[config.mk]
export PLATFORM = sky130hd
export DESIGN_NAME = pipc_front
export DESIGN_NICKNAME = d
export VERILOG_FILES = /design/src/hw/rtl/pipc_pkg.sv /design/src/hw/rtl/pipc_front.sv
export SDC_FILE = /design/constraint.sdc
export NUM_CORES = 1
export LEC_CHECK = 0
export BUFFER_PORTS_ARGS = -buffer_cell sky130_fd_sc_hd__buf_4
export CAP_MARGIN = 0
export CELL_PAD_IN_SITES_DETAIL_PLACEMENT = 2
export CELL_PAD_IN_SITES_GLOBAL_PLACEMENT = 2
export CORE_UTILIZATION = 46
export DETAILED_ROUTE_END_ITERATION = 12
export PLACE_DENSITY = 0.95
export SYNTH_ARGS = -nofsm -noshare
export SYNTH_HDL_FRONTEND = slang
export SYNTH_SLANG_ARGS = --single-unit
[constraint.sdc]
create_clock -name clk -period 9.85 [get_ports clk]
set_clock_uncertainty 0.2 [all_clocks]
set_input_delay 0.985 -clock clk [delete_from_list [all_inputs] [get_ports clk]]
set_output_delay 0.985 -clock clk [all_outputs]
set_load 0.02 [all_outputs]
[src/hw/rtl/pipc_pkg.sv]
package pipc_pkg;

  localparam int COORD_WIDTH = 32;
  localparam int DIFF_W      = COORD_WIDTH + 1;
  localparam int PROD_W      = 2 * DIFF_W;
  localparam int AREA_W      = PROD_W + 1;

  // queue depths must be powers of two (pointers wrap freely)
  localparam int EDGE_QD  = 4;
  localparam int EDGE_QAW = $clog2(EDGE_QD);
  localparam int RES_QD   = 4;
  localparam int RES_QAW  = $clog2(RES_QD);

  typedef struct packed {
    logic signed [COORD_WIDTH-1:0] query_x;
    logic signed [COORD_WIDTH-1:0] query_y;
    logic signed [COORD_WIDTH-1:0] vertex_x;
    logic signed [COORD_WIDTH-1:0] vertex_y;
    logic                          first_vertex;
    logic                          last_vertex;
    logic                          last_polygon;
  } in_item_t;

  typedef struct packed {
    logic polygon_inside;
    logic any_inside;
    logic frame_done;
  } out_item_t;

  // classified edge handed from front to back
  typedef struct packed {
    logic signed [DIFF_W-1:0] dx;
    logic signed [DIFF_W-1:0] ey;
    logic signed [DIFF_W-1:0] dy;
    logic signed [DIFF_W-1:0] ex;
    logic                     test;
    logic                     up;
    logic                     first;
    logic                     last;
    logic                     last_polygon;
  } edge_item_t;

endpackage

[src/hw/rtl/pipc_front.sv]
module pipc_front (
  input  logic                clk,
  input  logic                rst,
  input  logic                push,
  output logic                full,
  input  pipc_pkg::in_item_t  vertex,
  output logic                edge_valid,
  input  logic                edge_pop,
  output pipc_pkg::edge_item_t edge_head
);
  import pipc_pkg::*;

  logic signed [COORD_WIDTH-1:0] prev_x;
  logic signed [COORD_WIDTH-1:0] prev_y;
  edge_item_t                    queue [EDGE_QD];
  logic [EDGE_QAW-1:0]           wr_ptr;
  logic [EDGE_QAW-1:0]           rd_ptr;
  logic [EDGE_QAW:0]             count;
  logic                          accept;
  logic                          take;
  edge_item_t                    cls;
  logic                          rng_up;
  logic                          rng_dn;

  assign full       = (count == (EDGE_QAW + 1)'(EDGE_QD));
  assign edge_valid = (count != '0);
  assign accept     = push && !full;
  assign take       = edge_pop && edge_valid;
  assign edge_head  = queue[rd_ptr];

  always_comb begin
    rng_up = (vertex.query_y >= prev_y) && (vertex.query_y < vertex.vertex_y);
    rng_dn = (vertex.query_y < prev_y) && (vertex.query_y >= vertex.vertex_y);
    cls.dx = {vertex.vertex_x[COORD_WIDTH-1], vertex.vertex_x} - {prev_x[COORD_WIDTH-1], prev_x};
    cls.ey = {vertex.query_y[COORD_WIDTH-1], vertex.query_y} - {prev_y[COORD_WIDTH-1], prev_y};
    cls.dy = {vertex.vertex_y[COORD_WIDTH-1], vertex.vertex_y} - {prev_y[COORD_WIDTH-1], prev_y};
    cls.ex = {vertex.query_x[COORD_WIDTH-1], vertex.query_x} - {prev_x[COORD_WIDTH-1], prev_x};
    cls.test         = !vertex.first_vertex && (rng_up || rng_dn);
    cls.up           = rng_up;
    cls.first        = vertex.first_vertex;
    cls.last         = vertex.last_vertex;
    cls.last_polygon = vertex.last_polygon;
  end

  always_ff @(posedge clk) begin
    if (accept) begin
      queue[wr_ptr] <= cls;
    end
  end

  always_ff @(posedge clk) begin
    if (rst) begin
      prev_x <= '0;
      prev_y <= '0;
      wr_ptr <= '0;
      rd_ptr <= '0;
      count  <= '0;
    end else begin
      if (accept) begin
        prev_x <= vertex.vertex_x;
        prev_y <= vertex.vertex_y;
        wr_ptr <= wr_ptr + 1'b1;
      end
      if (take) begin
        rd_ptr <= rd_ptr + 1'b1;
      end
      count <= count + (EDGE_QAW + 1)'(accept) - (EDGE_QAW + 1)'(take);
    end
  end

  a_count_bound: assert property (@(posedge clk) disable iff (rst)
    count <= (EDGE_QAW + 1)'(EDGE_QD))
    else $error("edge queue count past depth");

  a_count_track: assert property (@(posedge clk) disable iff (rst)
    (accept && !take) |=> (count == $past(count) + 1'b1))
    else $error("edge queue count lost a transaction");

  a_prev_follow: assert property (@(posedge clk) disable iff (rst)
    accept |=> (prev_y == $past(vertex.vertex_y)))
    else $error("previous vertex not updated");

endmodule

==> impl_metrics.ini <==
[worst_hold_path]
min_path_type = reg -> reg
holdCritStartpoint = prev_y[25]
whs_endpoint = prev_y[25]
min_path_cells = 2

[sta]
tightest_slew_ns = 1.29
setup_viol = 0
hold_viol_final = 0
drv_slew = 0
setup_tns_ns = 0
fin_hold_ws_ns = 0.263
setup_ws_ns = 5.16
clock.fmax_mhz = 213
slew-limit-headroom = 0.138
grt_setup_unrepaired = false
period_share = 0.476
min_period_ns = 4.69

[placement]
dp_hpwl_um = 73100
place_ws_ns = 4.84
numPortBuffers = 273
gp_congestion = 0.866

[floorplan]
die_w_um = 258
io_pins = 274
die_area_um2 = 66800
fp.coreArea_um2 = 64700
die_h_um = 258
start_util = 0.467
rows = 93

[power]
vdd_drop_max_mv = 0.174
p_total_mw = 9.49
p_leak_nw = 12.9
powerDensity_nw_per_um2 = 268

[worst_setup_path]
r2r-start = prev_y[0]
worstPathMaxFanout = 48
rrSetupSlack_ns = 5.44
crit_arrival_ns = 3.51
critPathCaptureType = primary output
path_class = reg -> out
reg2reg_to = queue[3][101]
reg2regPathDepth = 10
startpoint_type = register
required_ns = 8.67

[clocking]
cts_tree = built
h-tree-depth = 3
cts.sinks = 621
cts_hold_buf = 0
root_buffer = clkbuf_16
post_cts_buffers = 0
cts_inserted_buffers = 69
insertion_delay_ns = 0.62
clockBufferDepth = 3
clkTransAtPathRegs_ns = 0.06
post_cts_resized = 0

[drt]
ant_nets = 0
wl_per_cell_um = 32.0
via_per_inst = 6.24
drc = 0
dr.pass1.iters = 5
drt_iter0_markers = 1473
routed_wl_um = 109000
num_vias = 21200

[cells_and_area]
drive_above_1_share = 0.220
fin_nets = 2792
fin_util = 0.548
area_growth_syn_to_layout_pct = 17.3

[logic_synthesis]
avgSynthCellArea_um2 = 13.7
synthFlopType = edfxtp_1
async_flop_share = 0
synth_edf_count = 548
ys_seq_area_frac = 0.593
synth_cell_types = 76
synth_area_leaders = edfxtp_1 54%, mux4_2 10%, ha_1 6.9%
synth.top_cell.area_share = 0.544
ys.warnings.count = 0
ys_ff_latch = 621
netlist_area_um2 = 30200
yosysTopAreaCell = edfxtp_1
post_synth_inst_count = 2200
syn_nets = 2507

[global_routing]
grt_max_degree = 73
antenna_found_initial = 3
overflow = 0
track_usage = 0.327
grt_pass1_vias = 23910
grt_pass1_wl_um = 161000

[flow_run]
drv.max_cap_violation_count = 0

[status]
status = finished, final reports clean
how the worst max path moves through the flow:
stage	to	slack [ns]
2_1_floorplan	queue[0][0]	4.37
3_3_place_gp	queue[0][103]	5.39
3_5_place_dp	queue[2][101]	4.84
4_1_cts	edge_head[132]	4.97
5_1_grt	edge_head[132]	4.81
6_report	edge_head[101]	5.16
placed cells by master, fill, tap and decap left out, types with 7 or more instances in the layout:
cell type	count
or3_1	10
nor3_1	32
mux4_2	137
ha_1	167
or2_2	8
o31a_1	8
and3_1	19
buf_4	286
nand4_1	21
o21bai_1	12
a21o_1	75
clkbuf_8	8
clkinv_2	10
o31ai_1	8
nor2b_1	17
clkbuf_16	73
clkinv_1	9
xor2_1	28
nand2b_1	19
a21oi_1	180
edfxtp_1	548
o21ai_0	48
nand3_1	26
a211oi_1	11
xnor2_1	65
nor2_1	99
nor3b_1	7
a31oi_1	16
nand2_1	194
dfxtp_1	71
o211ai_1	14
inv_1	144
clkbuf_1	16
o21a_1	31
area by class of cell:
cell class                      instances  area (µm²)
Sequential cell                       621       17900
Clock inverter                         30         272
Antenna cell                            1        2.50
Inverter                              145         544
Clock buffer                           97        2000
Tap cell                              855        1070
Timing Repair Buffer                  286        2150
Fill cell                            5934       29200
Multi-Input combinational cell       1362       11500
per-layer routing:
layer	part of all wire	up-vias	wire, µm	global-route usage
met5	0.00012	-	13	0
li1	-	9032	-	-
met1	0.39	11145	42600	0.398
met3	0.050	284	5460	0.0539
met2	0.51	737	55600	0.570
met4	0.047	2	5100	0.146
sequential cells by signal (all words and copies together), names as in the netlist, named ones only:
| signal | cells |
|---|---|
| count | 3 |
| prev_x | 32 |
| prev_y | 32 |
| queue | 548 |
| rd_ptr | 2 |
| wr_ptr | 2 |
report_power, final:
part	internal [mW]	switching, mW
Clock	1.53	1.13
Sequential	3.44	0.188
Combinational	1.23	1.99
Total	6.19	3.30
synth_stat cells (all sizes together) (19+ instances only):
master / number
xor2: 28
nand4: 21
xnor2: 65
a21o: 77
clkbuf: 52
dfxtp: 73
ha: 167
nor3: 32
o21ai: 50
and3: 19
buf: 19
a21oi: 181
inv: 145
nand2b: 19
nand3: 26
mux4: 137
o21a: 31
nand2: 194
edfxtp: 548
nor2: 99
cell families after synthesis:
| family | synth area share |
|---|---|
| flops | 0.593 |
| simple gates | 0.0748 |
| compound gates | 0.103 |
| buf+inv | 0.0272 |
| fa+ha+maj | 0.0724 |
| mux | 0.103 |
| xor+xnor | 0.0269 |
critical path: stages, from the launching register on:
cell and delay (ns):
dfxtp_4 1.01, buf_4 0.90, mux4_2 0.67, buf_4 0.19
per-stage QoR:
stage | area, µm² | cells
floorplan | 30200 | 2200
global placement | 33200 | 3269
detailed placement | 33200 | 3269
CTS | 35500 | 3396
global route | 35500 | 3397
finish | 35500 | 3397
Power figures use the tool's default switching activity.
